### src/rtl/core/msdr_pkg.sv
`default_nettype none

package msdr_pkg;

    // field widths
    localparam int SpeedWidth = 16;
    localparam int DutyWidth  = 12;
    localparam int StepWidth  = 8;
    localparam int ShiftWidth = 4;
    localparam int MaxShift   = 8;

    // divider sizing: shifted error over speed change plus one
    localparam int DividendWidth = SpeedWidth + MaxShift;
    localparam int DivisorWidth  = SpeedWidth + 1;
    localparam int CorrWidth     = 16;
    localparam int DivCountWidth = $clog2(DividendWidth + 1);

    // stream and configuration port widths
    localparam int InDataWidth  = 24;
    localparam int OutDataWidth = 16;
    localparam int CfgIdxWidth  = 3;
    localparam int CfgDataWidth = 16;

    // register reset values
    localparam logic [StepWidth-1:0]  StartupStepReset = 8'd20;
    localparam logic [DutyWidth-1:0]  StartupCapReset  = 12'd800;
    localparam logic [DutyWidth-1:0]  DutyCeilReset    = 12'd4000;
    localparam logic [ShiftWidth-1:0] GainShiftReset   = 4'd4;

    // configuration register indexes
    typedef enum logic [CfgIdxWidth-1:0] {
        CFG_RUN_ENABLE   = 3'd0,
        CFG_TARGET_SPEED = 3'd1,
        CFG_STARTUP_STEP = 3'd2,
        CFG_STARTUP_CAP  = 3'd3,
        CFG_DUTY_CEILING = 3'd4,
        CFG_GAIN_SHIFT   = 3'd5
    } cfg_idx_t;

    // controller states
    typedef enum logic [1:0] {
        ST_IDLE,
        ST_LOAD,
        ST_DIVIDE,
        ST_UPDATE
    } state_t;

    // controller to datapath commands
    typedef struct packed {
        logic load_in;
        logic div_start;
        logic commit;
    } cmd_t;

    // datapath to controller status
    typedef struct packed {
        logic need_div;
        logic div_done;
        logic out_free;
    } status_t;

endpackage

`default_nettype wire

### src/rtl/core/msdr_div.sv
`default_nettype none

module msdr_div
    import msdr_pkg::*;
(
    input  wire logic                     clk,
    input  wire logic                     rst_n,
    input  wire logic                     start,
    input  wire logic [DividendWidth-1:0] dividend,
    input  wire logic [DivisorWidth-1:0]  divisor,
    output logic                          done,
    output logic [CorrWidth-1:0]          quotient
);

    logic                     busy_reg, busy_next;
    logic                     done_reg, done_next;
    logic [DivCountWidth-1:0] count_reg, count_next;
    logic [DividendWidth-1:0] quo_reg, quo_next;
    logic [DivisorWidth-1:0]  rem_reg, rem_next;
    logic [DivisorWidth-1:0]  dsr_reg, dsr_next;
    logic [DivisorWidth:0]    partial;
    logic [DivisorWidth:0]    trial;

    // one restoring step per cycle
    always_comb
    begin
        partial    = {rem_reg, quo_reg[DividendWidth-1]};
        trial      = partial - {1'b0, dsr_reg};
        busy_next  = busy_reg;
        done_next  = 1'b0;
        count_next = count_reg;
        quo_next   = quo_reg;
        rem_next   = rem_reg;
        dsr_next   = dsr_reg;
        if (start)
        begin
            busy_next  = 1'b1;
            count_next = DivCountWidth'(DividendWidth);
            quo_next   = dividend;
            rem_next   = '0;
            dsr_next   = divisor;
        end
        else if (busy_reg)
        begin
            if (trial[DivisorWidth])
            begin
                rem_next = partial[DivisorWidth-1:0];
                quo_next = {quo_reg[DividendWidth-2:0], 1'b0};
            end
            else
            begin
                rem_next = trial[DivisorWidth-1:0];
                quo_next = {quo_reg[DividendWidth-2:0], 1'b1};
            end
            count_next = count_reg - 1'b1;
            if (count_reg == DivCountWidth'(1))
            begin
                busy_next = 1'b0;
                done_next = 1'b1;
            end
        end
    end

    // control registers
    always_ff @(posedge clk or negedge rst_n)
    begin
        if (!rst_n)
        begin
            busy_reg  <= 1'b0;
            done_reg  <= 1'b0;
            count_reg <= '0;
        end
        else
        begin
            busy_reg  <= busy_next;
            done_reg  <= done_next;
            count_reg <= count_next;
        end
    end

    // operand registers
    always_ff @(posedge clk)
    begin
        quo_reg <= quo_next;
        rem_reg <= rem_next;
        dsr_reg <= dsr_next;
    end

    assign done     = done_reg;
    assign quotient = quo_reg[CorrWidth-1:0];

endmodule

`default_nettype wire

### src/rtl/core/msdr_dp.sv
`default_nettype none

module msdr_dp
    import msdr_pkg::*;
(
    input  wire logic                    clk,
    input  wire logic                    rst_n,
    input  wire logic                    cfg_valid,
    input  wire logic [CfgIdxWidth-1:0]  cfg_index,
    input  wire logic [CfgDataWidth-1:0] cfg_data,
    input  wire logic [InDataWidth-1:0]  s_tdata,
    input  wire logic                    m_tready,
    output logic                         m_tvalid,
    output logic [OutDataWidth-1:0]      m_tdata,
    input  wire cmd_t                    cmd,
    output status_t                      status
);

    // configuration registers
    logic                  run_enable_reg;
    logic [SpeedWidth-1:0] target_reg;
    logic [StepWidth-1:0]  step_reg;
    logic [DutyWidth-1:0]  cap_reg;
    logic [DutyWidth-1:0]  ceil_reg;
    logic [ShiftWidth-1:0] shift_reg;

    // regulator state
    logic [DutyWidth-1:0]  duty_level_reg, duty_level_next;
    logic [SpeedWidth-1:0] prev_speed_reg;

    // latched input transaction
    logic [SpeedWidth-1:0] speed_reg;
    logic                  running_reg;
    logic                  fresh_reg;

    // result register
    logic                  out_valid_reg, out_valid_next;
    logic [DutyWidth-1:0]  out_duty_reg;
    logic                  out_capped_reg;

    logic                     enabled;
    logic [SpeedWidth-1:0]    change;
    logic [SpeedWidth-1:0]    err;
    logic [ShiftWidth-1:0]    shift_sat;
    logic [DividendWidth-1:0] dividend;
    logic [DivisorWidth-1:0]  divisor;
    logic                     div_done;
    logic [CorrWidth-1:0]     corr;
    logic [DutyWidth:0]       ramp_sum;
    logic [CorrWidth:0]       up_sum;
    logic                     capped_next;

    // configuration writes
    always_ff @(posedge clk or negedge rst_n)
    begin
        if (!rst_n)
        begin
            run_enable_reg <= 1'b0;
            target_reg     <= '0;
            step_reg       <= StartupStepReset;
            cap_reg        <= StartupCapReset;
            ceil_reg       <= DutyCeilReset;
            shift_reg      <= GainShiftReset;
        end
        else if (cfg_valid)
        begin
            unique case (cfg_index)
                CFG_RUN_ENABLE:   run_enable_reg <= cfg_data[0];
                CFG_TARGET_SPEED: target_reg     <= cfg_data[SpeedWidth-1:0];
                CFG_STARTUP_STEP: step_reg       <= cfg_data[StepWidth-1:0];
                CFG_STARTUP_CAP:  cap_reg        <= cfg_data[DutyWidth-1:0];
                CFG_DUTY_CEILING: ceil_reg       <= cfg_data[DutyWidth-1:0];
                CFG_GAIN_SHIFT:   shift_reg      <= cfg_data[ShiftWidth-1:0];
                default:          ;
            endcase
        end
    end

    // input capture
    always_ff @(posedge clk)
    begin
        if (cmd.load_in)
        begin
            speed_reg   <= s_tdata[SpeedWidth-1:0];
            running_reg <= s_tdata[SpeedWidth];
            fresh_reg   <= s_tdata[SpeedWidth+1];
        end
    end

    // divider operands
    always_comb
    begin
        enabled   = run_enable_reg && (target_reg != '0);
        change    = (speed_reg >= prev_speed_reg) ? speed_reg - prev_speed_reg
                                                  : prev_speed_reg - speed_reg;
        err       = (speed_reg >= target_reg) ? speed_reg - target_reg
                                              : target_reg - speed_reg;
        shift_sat = (shift_reg > ShiftWidth'(MaxShift)) ? ShiftWidth'(MaxShift) : shift_reg;
        dividend  = {{MaxShift{1'b0}}, err} << shift_sat;
        divisor   = {1'b0, change} + 1'b1;
    end

    msdr_div u_div (
        .clk      (clk),
        .rst_n    (rst_n),
        .start    (cmd.div_start),
        .dividend (dividend),
        .divisor  (divisor),
        .done     (div_done),
        .quotient (corr)
    );

    // next duty level
    always_comb
    begin
        ramp_sum        = {1'b0, duty_level_reg} + (DutyWidth+1)'(step_reg);
        up_sum          = (CorrWidth+1)'(duty_level_reg) + {1'b0, corr};
        duty_level_next = duty_level_reg;
        capped_next     = 1'b0;
        if (!enabled)
        begin
            duty_level_next = '0;
        end
        else if (!running_reg)
        begin
            if (ramp_sum > {1'b0, cap_reg})
            begin
                duty_level_next = cap_reg;
                capped_next     = 1'b1;
            end
            else
            begin
                duty_level_next = ramp_sum[DutyWidth-1:0];
            end
        end
        else if (fresh_reg)
        begin
            if (speed_reg >= target_reg)
            begin
                if ((CorrWidth)'(duty_level_reg) > corr)
                begin
                    duty_level_next = duty_level_reg - corr[DutyWidth-1:0];
                end
            end
            else if (up_sum < (CorrWidth+1)'(ceil_reg))
            begin
                duty_level_next = up_sum[DutyWidth-1:0];
            end
        end
    end

    // regulator state update
    always_ff @(posedge clk or negedge rst_n)
    begin
        if (!rst_n)
        begin
            duty_level_reg <= '0;
            prev_speed_reg <= '0;
        end
        else if (cmd.commit)
        begin
            duty_level_reg <= duty_level_next;
            if (enabled)
            begin
                prev_speed_reg <= speed_reg;
            end
        end
    end

    // result register
    assign out_valid_next = cmd.commit ? 1'b1 : (m_tready ? 1'b0 : out_valid_reg);

    always_ff @(posedge clk or negedge rst_n)
    begin
        if (!rst_n)
        begin
            out_valid_reg <= 1'b0;
        end
        else
        begin
            out_valid_reg <= out_valid_next;
        end
    end

    always_ff @(posedge clk)
    begin
        if (cmd.commit)
        begin
            out_duty_reg   <= duty_level_next;
            out_capped_reg <= capped_next;
        end
    end

    assign m_tvalid = out_valid_reg;
    assign m_tdata  = {{(OutDataWidth-DutyWidth-1){1'b0}}, out_capped_reg, out_duty_reg};

    // status to the controller
    assign status.need_div = enabled && running_reg && fresh_reg;
    assign status.div_done = div_done;
    assign status.out_free = !out_valid_reg || m_tready;

endmodule

`default_nettype wire

### src/rtl/core/msdr_ctrl.sv
`default_nettype none

module msdr_ctrl
    import msdr_pkg::*;
(
    input  wire logic    clk,
    input  wire logic    rst_n,
    input  wire logic    s_tvalid,
    output logic         s_tready,
    input  wire status_t status,
    output cmd_t         cmd
);

    state_t state_reg, state_next;

    // next state
    always_comb
    begin
        state_next = state_reg;
        unique case (state_reg)
            ST_IDLE:
            begin
                if (s_tvalid)
                begin
                    state_next = ST_LOAD;
                end
            end
            ST_LOAD:
            begin
                state_next = status.need_div ? ST_DIVIDE : ST_UPDATE;
            end
            ST_DIVIDE:
            begin
                if (status.div_done)
                begin
                    state_next = ST_UPDATE;
                end
            end
            ST_UPDATE:
            begin
                if (status.out_free)
                begin
                    state_next = ST_IDLE;
                end
            end
            default: state_next = ST_IDLE;
        endcase
    end

    // outputs
    always_comb
    begin
        s_tready      = 1'b0;
        cmd.load_in   = 1'b0;
        cmd.div_start = 1'b0;
        cmd.commit    = 1'b0;
        unique case (state_reg)
            ST_IDLE:
            begin
                s_tready    = 1'b1;
                cmd.load_in = s_tvalid;
            end
            ST_LOAD:   cmd.div_start = status.need_div;
            ST_DIVIDE: ;
            ST_UPDATE: cmd.commit = status.out_free;
            default:   ;
        endcase
    end

    // state register
    always_ff @(posedge clk or negedge rst_n)
    begin
        if (!rst_n)
        begin
            state_reg <= ST_IDLE;
        end
        else
        begin
            state_reg <= state_next;
        end
    end

endmodule

`default_nettype wire

### src/rtl/core/motor_speed_duty_regulator.sv
// Motor speed duty regulator: one PWM duty per control tick.
// Input stream (s_*): one transaction per tick carrying the measured speed,
// the motor running flag and the fresh measurement flag.
// Output stream (m_*): one transaction per input carrying the duty and the
// startup clamp flag.
// Configuration channel (cfg_*): register index and data, always ready; write
// only while no tick is in flight.
// Output path: the input is captured, the controller passes through ST_LOAD
// and, when a division is needed, ST_DIVIDE, then commits the result to the
// output register in ST_UPDATE. No division is needed when disabled, in the
// startup ramp, or with no fresh measurement; a correction is computed by the
// 24-step restoring divider that produces one quotient bit per cycle.
// Flow: one tick at a time; the next input is taken in the cycle after the
// previous result is loaded into the output register.
// Reset: duty level and previous speed clear to zero, registers go to their
// defaults (disabled, zero target, step 20, cap 800, ceiling 4000, shift 4).
// Stall: the result waits in the output register while m_tready is low; the
// next tick is accepted and processed meanwhile but holds before commit until
// the output register is free.
`default_nettype none

module motor_speed_duty_regulator
    import msdr_pkg::*;
(
    input  wire logic                    clk,
    input  wire logic                    rst_n,
    // configuration write channel
    input  wire logic                    cfg_valid,
    output logic                         cfg_ready,
    input  wire logic [CfgIdxWidth-1:0]  cfg_index,
    input  wire logic [CfgDataWidth-1:0] cfg_data,
    // input stream
    input  wire logic                    s_tvalid,
    output logic                         s_tready,
    input  wire logic [InDataWidth-1:0]  s_tdata,  // measured_speed[15:0], motor_running, speed_fresh
    // output stream
    output logic                         m_tvalid,
    input  wire logic                    m_tready,
    output logic [OutDataWidth-1:0]      m_tdata   // duty[11:0], startup_capped
);

    cmd_t    cmd;
    status_t status;

    assign cfg_ready = 1'b1;

    msdr_ctrl u_ctrl (
        .clk      (clk),
        .rst_n    (rst_n),
        .s_tvalid (s_tvalid),
        .s_tready (s_tready),
        .status   (status),
        .cmd      (cmd)
    );

    msdr_dp u_dp (
        .clk       (clk),
        .rst_n     (rst_n),
        .cfg_valid (cfg_valid),
        .cfg_index (cfg_index),
        .cfg_data  (cfg_data),
        .s_tdata   (s_tdata),
        .m_tready  (m_tready),
        .m_tvalid  (m_tvalid),
        .m_tdata   (m_tdata),
        .cmd       (cmd),
        .status    (status)
    );

endmodule

`default_nettype wire
### config.mk
export PLATFORM = sky130hd
export DESIGN_NAME = motor_speed_duty_regulator
export DESIGN_NICKNAME = d
export VERILOG_FILES = /design/src/rtl/core/msdr_pkg.sv /design/src/rtl/core/msdr_div.sv /design/src/rtl/core/msdr_dp.sv /design/src/rtl/core/msdr_ctrl.sv /design/src/rtl/core/motor_speed_duty_regulator.sv
export SDC_FILE = /design/constraint.sdc
export NUM_CORES = 1
export LEC_CHECK = 0
export CORE_MARGIN = 2
export CORE_UTILIZATION = 57
export CTS_BUF_LIST = sky130_fd_sc_hd__clkbuf_4
export DETAILED_ROUTE_END_ITERATION = 7
export DONT_BUFFER_PORTS = 1
export PLACE_DENSITY = 0.83
export REMOVE_ABC_BUFFERS = 1
export SLEW_MARGIN = 10
export SYNTH_ARGS = -nofsm -noshare
export SYNTH_HDL_FRONTEND = slang
export SYNTH_HIERARCHICAL = 1
export SYNTH_SLANG_ARGS = --single-unit
### constraint.sdc
create_clock -name clk -period 6.3 [get_ports clk]
set_input_delay 0.315 -clock clk [delete_from_list [all_inputs] [get_ports clk]]
set_output_delay 0.315 -clock clk [all_outputs]
set_load 0.1 [all_outputs]
Yosys cells after proc, flatten, opt, wreduce, memory -nomap -nowiden. Cells that the tools add are included.

Add/subtract/negate cells: 10. Multiply operators: 0. Divide/modulo/power cells: 0. Order comparisons: 6. Equal/unequal tests: 12. Shift-type cells: 1. Multiplexer cells: 34. Bitwise gates (word level): 1. Reduce and logical (&&, ||, !) cells: 19.

Operator list (number): $mux 12 (7); $sub 16x16->16 (4); $mux 24 (2); $ge 16x16->1 (2); $mux 16 (2); $shl 16x4->24 (1); $sub 18x17->18 (1); $add 12x16->17 (1); $add 16x1->17 const B (1); $lt 17x12->1 (1); $mux 17 (1); $gt 12x16->1 (1); $reduce_bool 16->1 (1); $mux 1 (15); $reduce_and 2->1 (7); $add 12x8->13 (1); $gt 13x12->1 (1); $sub 12x12->12 (1); $mux 5 (2); $pmux 2 s4 (1); $eq 3x2->1 const B (2); $eq 3x3->1 const B (2); $mux 2 (3); $eq 5x1->1 const B (1); other kinds (17) (22).

Bits in registers: 180. Bits in latches: 0. RAM bits: 0. Bits in read-only memories: 0. Input port bits: 48. Output and inout port bits: 19. Logic and storage cells: 104. Memories: 0.

Depth between registers and ports, before layout. Gate-level depths: netlist (run 1).

Word-level depth: 7. Mapped depth: 24. Mapped depth without buffers: 21.

Modules after synthesis. Netlist (run 1), hierarchy kept.

By module, submodules not included: msdr_dp (times used 1, cells an instance 1347, area each 11295.8 um^2, seq. area each 2997.9 um^2); msdr_div (times used 1, cells an instance 356, area each 3811.2 um^2, seq. area each 1746.7 um^2); msdr_ctrl (times used 1, cells an instance 20, area each 201.4 um^2, seq. area each 50.0 um^2); motor_speed_duty_regulator (times used 1, cells an instance 2, area each 11.3 um^2, seq. area each 0.0 um^2).

Worst setup path after synthesis (run 1). Ideal clock, no wire load.

Path kind: reg-to-reg. From: reg u_dp.u_div.quo_reg[0]. To: reg u_dp.out_duty_reg[3] (data pin). Setup time: 0.261 ns. Arrival time: 4.301 ns. Required time: 6.039 ns. Setup slack: 1.738 ns. Cell stages (with the launch flop): 22. Path buffers: 1. Clock period less this slack: 4.562 ns. Cells stage by stage: edfxtp_1 buf_4 ha_1 fa_1 nand2b_1 a221oi_1 o21ai_0 nand2b_1 a221o_1 a21oi_1 o21ai_0 xor2_1 inv_1 ha_1 a21o_1 a221oi_1 nand2_1 a311oi_1 and4_1 o21ai_2 and2_1 a221o_1.

Word-level cells in the longest chain between the ends: 7. Elaborated cells on any way between the ends: 10. Those cells by class: add/sub: 2; order compare: 2; mux: 6.

RTL lines: start, declared (RTL line msdr_div.sv:18) `logic [DividendWidth-1:0] quo_reg, quo_next;`; start signal, assigned (RTL line msdr_div.sv:84) `quo_reg <= quo_next;`; $add 12x16->17 (RTL line msdr_dp.sv:117) `up_sum = (CorrWidth+1)'(duty_level_reg) + {1'b0, corr};`; $lt 17x12->1 (RTL line msdr_dp.sv:145) `else if (up_sum < (CorrWidth+1)'(ceil_reg))`; $mux 12 (RTL line msdr_dp.sv:145); $mux 12 (*) (RTL line msdr_dp.sv:138) `if (speed_reg >= target_reg)`; $mux 12 (*) (RTL line msdr_dp.sv:136) `else if (fresh_reg)`; $mux 12 (*) (RTL line msdr_dp.sv:124) `else if (!running_reg)`; $mux 12 (*) (RTL line msdr_dp.sv:120) `if (!enabled)`; net u_dp.duty_level_next[3] (RTL line msdr_dp.sv:28) `logic [DutyWidth-1:0] duty_level_reg, duty_level_next;`; end signal, assigned (RTL line msdr_dp.sv:189) `out_duty_reg <= duty_level_next;`; end, declared (RTL line msdr_dp.sv:38) `logic [DutyWidth-1:0] out_duty_reg;`.

Mark *: on every way through the listed nets, which the timed path passes. The rest lies on a longest branch. A chain may end at the register's enable or synchronous reset.

Worst setup path after layout (run 1).
From: reg u_dp.u_div.quo_reg[0]. To: reg u_dp.out_duty_reg[4] (data pin).

The elaborated chain is that of the path after synthesis.

==> results.toml, run 1 <==
[yosys]
synthesis.area_mm2 = 0.01532
synth-seq-cells = 180
synth.yosys.seq_area_share_pct = 31.30
synth_edf_count = 72
synthCells = 1725
yosys.area.top_type = "edfxtp_1"
synth_area_leaders = "edfxtp_1 14%, dfrtp_1 13%, ha_1 12%, mux2_2 4.3%, nand2_1 3.8%"
yosys_warnings = 6
syn_avg_cell_area_um2 = 8.881
synthDistinctLibCells = 105
synthArstFlopShare_pct = 50.56
synth_top_area_share_pct = 14.11
synth_flop_cell = "dfrtp_1"

[cells_and_area]
layout-drive-gt1-share_pct = 9.759
diodes = 0
area_growth_pct = 4.157
final_cell_mix = "157 x nand2_1, 153 x inv_1, 141 x ha_1"
layout_commonest_cell = "nand2_1"
fin_nets = 1885
fillers = 2210
largest_reg_flops = 24
multi_input_area_mm2 = 0.009404
regArea_mm2 = 0.004795

[timing]
skew_ps = 28.87
fin_tns_setup_ps = 0
post-route-min-period_ps = 5228
rsz0062_at_grt = "no"
setup_ws_ps = 1072
max_freq_ghz = 0.1913
setup_violations = 0
finalCritPeriodShare_pct = 82.99
worstMarginPinSlew_ps = 1107
slew_headroom_pct = 26.21
slew_violations = 0
final_hold_viol_count = 0

[clock_network]
cts_root_buf = "clkbuf_4"
cts_resized = 0
cts_setup_buffers = 0
cts_max_level = 4
clock_latency_ps = 630
cts_tree = "built"
clockBufferDepth = 2
cts_made_buffers = 17
clock-sinks = 180
path_clk_slew_ps = 180

[detailed_routing]
viasPerCell = 6.289
wirelength_um = 37780
antenna_left = 0
top_layer = "met4"
wl_met2_um = 17790
first_pass_iters = 7
dr_total_vias = 12840
drc_errors = 0
m1WireLength_um = 16550
dr_wl_met3_um = 2595
routedWlPerCell_um = 18.50
drt_iter0_drc = 1348

[critical_path]
worstSetupEndpointType = "register"
rrSetupSlack_ps = 1070
critical_path.max_fanout = 11
cp.required_ps = 6670
path_cells = "ha_1, fa_1, nand2b_1, a221oi_1, o21ai_0, nand2b_1, a221o_1, a21oi_1, o21ai_0, xor2_1, inv_1, ha_1, a21o_1, a221oi_1, nand2_1, a311oi_1, and4_1, buf_4, o21ai_2, and2_1, a221o_1"
cp_slowest_cell = "edfxtp_1"
crit_arrival_ps = 5600
crit_type = "register to register"
slowest_delay_ps = 480
startpoint_type = "register"

[die]
die_area_mm2 = 0.02820
rows = 60
fp.dieW_um = 167.9
core_area_mm2 = 0.02665
die_y_um = 167.9
io_pins = 67
start_util_pct = 57.48

[flow_run]
cap_violations = 0

[status]
run_status = "complete, no violations"

[pwr]
p_seq_share_pct = 27.0
swShare_pct = 50.92
switching_power_mw = 4.567
ir_worst_vdd_mv = 0.2648
leakagePower_nw = 6.848
p_int_mw = 4.402
clock_power_share_pct = 7.8
p_per_area_mw_per_mm2 = 562.1
combPwrFrac_pct = 65.2

[global_route]
antenna_found_initial = 0
grt_pass1_vias = 12080
globalRouteOverflowTotal = 0
grt_pass1_wl_um = 61870
grt_max_degree = 92
grt_usage_pct = 27.04

[place]
portBuffers = 0
gp_congestion = 0.9293
place_ws_ps = 1158
dp_hpwl_um = 28030

[worst_hold_path]
worstHoldPathType = "input pin to register"
final timing paths:
| check | cells past startpoint | from | to |
|---|---|---|---|
| setup / recovery | 21 | u_dp/u_div/quo_reg[0] | u_dp/out_duty_reg[4] |
| hold / removal | 4 | cfg_index[1] | u_dp/ceil_reg[5] |
| setup reg to reg | 21 | u_dp/u_div/quo_reg[0] | u_dp/out_duty_reg[4] |
| hold reg to reg | 2 | u_dp/u_div/rem_reg[1] | u_dp/u_div/rem_reg[1] |
| max in group asynchronous | 2 | rst_n | u_dp/step_reg[2] |
| min in group asynchronous | 2 | rst_n | u_dp/u_div/count_reg[0] |
cells in the mapped netlist (36+ instances only):
cell type / count
nand2_1: 157
inv_1: 153
ha_1: 141
o21ai_0: 117
nor2_1: 110
a21oi_1: 100
dfrtp_1: 79
edfxtp_1: 72
mux2_2: 58
xnor2_1: 56
clkbuf_1: 52
nand2b_1: 39
a21o_1: 38
mux2i_1: 36
critical path, delay by kind of cell (launching register included):
kind	cells	cell delay, ps
compound gates	10	2260
xor+xnor	1	230
fa+ha+maj	3	930
buf+inv	2	250
flops	1	480
simple gates	5	820
metal layers:
layer / global-route usage, % / vias up
met1: 36.93 / 6170
met2: 44.70 / 503
met4: 8.658 / 0
met5: 0 / -
li1: - / 6095
met3: 3.667 / 74
cell families (layout without fill, tap and decap cells):
kind of cell / after synthesis / in the layout / synth area share (%)
AND/OR/NAND/NOR: 470 / 470 / 14.96
AO/OA/AOI/OAI: 488 / 488 / 22.13
buffers and inverters: 258 / 232 / 7.408
XOR/XNOR: 82 / 82 / 4.737
flip-flops: 180 / 180 / 31.30
other: 2 / 4 / 0.04902
adder cells (fa/ha/maj): 149 / 149 / 12.56
multiplexers: 96 / 96 / 6.861
per-stage QoR:
stage | hold slack [ps] | util [%] | cells | power (mW) | area [µm²]
after global placement | 23.99 | 57.24 | 1971 | 7.907 | 15260
after global routing | 41.92 | 59.87 | 2042 | 9.700 | 15960
after detailed placement | 21.31 | 57.24 | 1971 | 8.102 | 15260
after CTS | 49.36 | 59.87 | 2042 | 8.856 | 15960
after floorplan | 19.41 | - | 1623 | 6.835 | 14770
final | 81.69 | 59.87 | 2042 | 8.970 | 15960
what timing repair did:
item | 4_1_cts | 5_1_grt
setup endpoints to repair | 0 | 0
endpoints found under the hold margin | 163 | 0
hold buffers | 39 | 0
power groups by stage:
stage               Clock (mW)  Combinational, mW  Sequential, mW
finish                   0.700               5.85            2.42
detailed placement           0               5.67            2.44
global route             0.759               6.46            2.48
CTS                      0.706               5.74            2.41
floorplan                    0               4.50            2.33
global placement             0               5.50            2.41
area by class of cell:
cell class              count  share of cell area (%)
flip-flops and latches    180                   30.05
multi-input cells        1289                   58.93
well taps                 341                   2.674
repair buffers             46                   2.886
inverters                 154                   3.623
clock inverters            15                   1.035
clock buffers              17                  0.7998
Power figures use the tool's default switching activity.
==> run 2: changes to the inputs <==
==> constraint.sdc (replaced) <==
create_clock -name clk -period 5.25 [get_ports clk]
set_input_delay 0.2625 -clock clk [delete_from_list [all_inputs] [get_ports clk]]
set_output_delay 0.2625 -clock clk [all_outputs]
set_load 0.1 [all_outputs]
==> run 2 against run 1 <==
Net effect:
- non-clock buffer count is 6 higher
- combinational power is 21% higher
- global-route usage is 0.51 points higher
- critical path type unchanged
- largest power group unchanged
==> results.toml, run 2 (synthesis gave the netlist of run 1 again) <==
[status]
run_status = "complete, no violations"

[timing]
slew_violations = 0
slew_headroom_pct = 23.67
setup_violations = 0
skew_ps = 39.58
max_freq_ghz = 0.2033
worstMarginPinSlew_ps = 1145
finalCritPeriodShare_pct = 93.70
rsz0062_at_grt = "no"
final_hold_viol_count = 0
fin_tns_setup_ps = 0
post-route-min-period_ps = 4920

[place]
gp_congestion = 0.9290
placed_cell_area_mm2 = 0.01530
portBuffers = 0
dp_hpwl_um = 29350

[cells_and_area]
area_growth_pct = 4.623
fin_nets = 1891
fillers = 2236
layout-drive-gt1-share_pct = 10.19
layout_commonest_cell = "nand2_1"
fin_area_mm2 = 0.01603
final_cell_mix = "157 x nand2_1, 153 x inv_1, 141 x ha_1"
largest_reg_flops = 24

[clock_network]
path_clk_slew_ps = 190
clock_latency_ps = 590
cts_tree = "built"
cts_made_buffers = 17
clock-sinks = 180
cts_root_buf = "clkbuf_4"
cts_max_level = 4
clockBufferDepth = 2

[critical_path]
startpoint_type = "register"
slowest_delay_ps = 450
cpMostUsedCell = "nand2b_1"
path_cells = "ha_1, fa_1, nand2b_1, a221oi_1, o21ai_0, nand2b_1, a221o_1, a21oi_1, o21ai_0, xor2_1, inv_1, ha_1, a21o_1, a221oi_1, nand2_1, a311oi_2, and4_2, o21ai_2, and2_1, nand2b_1, a22o_1"
r2r-end = "u_dp/duty_level_reg[0]"
startpoint = "u_dp/duty_level_reg[0]"
rrSetupSlack_ps = 330
crit_cells = 21
cp_slowest_cell = "dfrtp_1"
worstSetupEndpointType = "register"
crit_buf_inv = 1
crit_family = "compound AO/OA/AOI/OAI gates"
cp-endpoint = "u_dp/duty_level_reg[0]"
critical_path.max_fanout = 4
timing.rr.start = "u_dp/duty_level_reg[0]"
cp.required_ps = 5760
crit_arrival_ps = 5430
crit_type = "register to register"
rr_worst_depth = 21

[pwr]
leakagePower_nw = 6.890
p_per_area_mw_per_mm2 = 679.2
ir_worst_vdd_mv = 0.3615

[die]
io_pins = 67
fp.dieW_um = 167.9
die_y_um = 167.9
rows = 60
start_util_pct = 57.48
core_area_mm2 = 0.02665
die_area_mm2 = 0.02820

[detailed_routing]
viasPerCell = 6.267
routedWlPerCell_um = 19.01
antenna_left = 0
drc_errors = 0
first_pass_iters = 8
dr_total_vias = 12840
wirelength_um = 38960
drt_iter0_drc = 1268

[worst_hold_path]
worstHoldPathType = "input pin to register"

[global_route]
antenna_found_initial = 1
grt_max_degree = 92
grt_pass1_wl_um = 63360
grt_usage_pct = 27.55
globalRouteOverflowTotal = 0
grt_pass1_vias = 12570

[flow_run]
cap_violations = 0
[run 2: changes by cell type in the layout (fill, tap and decap cells not counted), sizes merged]
| cell | delta |
|---|---|
| bufinv | +1 |
| clkinvlp | -1 |
| clkinv | -2 |
| buf | +6 |
| diode | +1 |
| inv | +2 |
[run 2: how the worst min path moves through the flow]
stage,from,end,slack (ps),depth (start not counted)
floorplan,rst_n,u_ctrl/state_reg[0],-30,0
global placement,rst_n,u_dp/u_div/count_reg[1],-30,0
detailed placement,rst_n,u_dp/step_reg[5],-30,0
CTS,cfg_index[1],u_dp/ceil_reg[7],20,4
global route,cfg_index[1],u_dp/ceil_reg[10],20,4
finish,cfg_index[1],u_dp/ceil_reg[7],40,4
[run 2: worst reg2reg max path, delay by kind of cell, from the launching register on]
family | cells | cell delay (ps)
AOI/OAI and AO/OA | 10 | 2000
xor gates and xnor gates | 1 | 230
adders and majority gates | 3 | 930
buffers and inverters | 1 | 70
DFF | 1 | 450
and+or+nand+nor | 6 | 1130
[run 2: area by class of cell]
type,count,area (µm²),share of cell area [%]
Clock buffer,17,127.6,0.7962
Sequential cell,180,4795,29.91
Multi-Input combinational cell,1289,9412,58.72
Clock inverter,15,181.4,1.132
Antenna cell,1,2.502,0.01561
Inverter,154,578.1,3.607
Timing Repair Buffer,52,505.5,3.154
Tap cell,341,426.7,2.662
[run 2: metrics by stage]
stage	util, %	power, mW	hold WS [ps]	std cells	setup slack (ps)
after floorplan	-	8.202	-33.09	1623	579.9
after CTS	60.10	10.76	17.45	2048	306.9
after global placement	57.41	9.567	-31.03	1977	324.8
after global routing	60.14	11.74	20.51	2049	61.81
final	60.14	10.89	36.54	2049	330.5
after detailed placement	57.41	9.824	-29.43	1977	291.3
[run 2: power breakdown]
group	switching, mW	internal (mW)	leakage, nW
registers	0.785	2.12	1.93
clock network	0.570	0.306	0.172
logic	4.18	2.92	4.79
total	5.53	5.35	6.89
[run 2: timing repair]
item                                    CTS  global route
hold buffers                             39             0
endpoints found under the setup margin    0             9
setup buffers                             0             0
gates resized for setup                   0             2
endpoints found under the hold margin   163             0
[run 2: per-layer routing]
| metal | vias up | part of all wire [%] | track usage (%) |
|---|---|---|---|
| met5 | - | 0 | 0 |
| met4 | 0 | 2.2 | 8.280 |
| met2 | 499 | 47 | 46.41 |
| met3 | 67 | 6.7 | 4.255 |
| li1 | 6108 | - | - |
| met1 | 6167 | 44 | 36.78 |
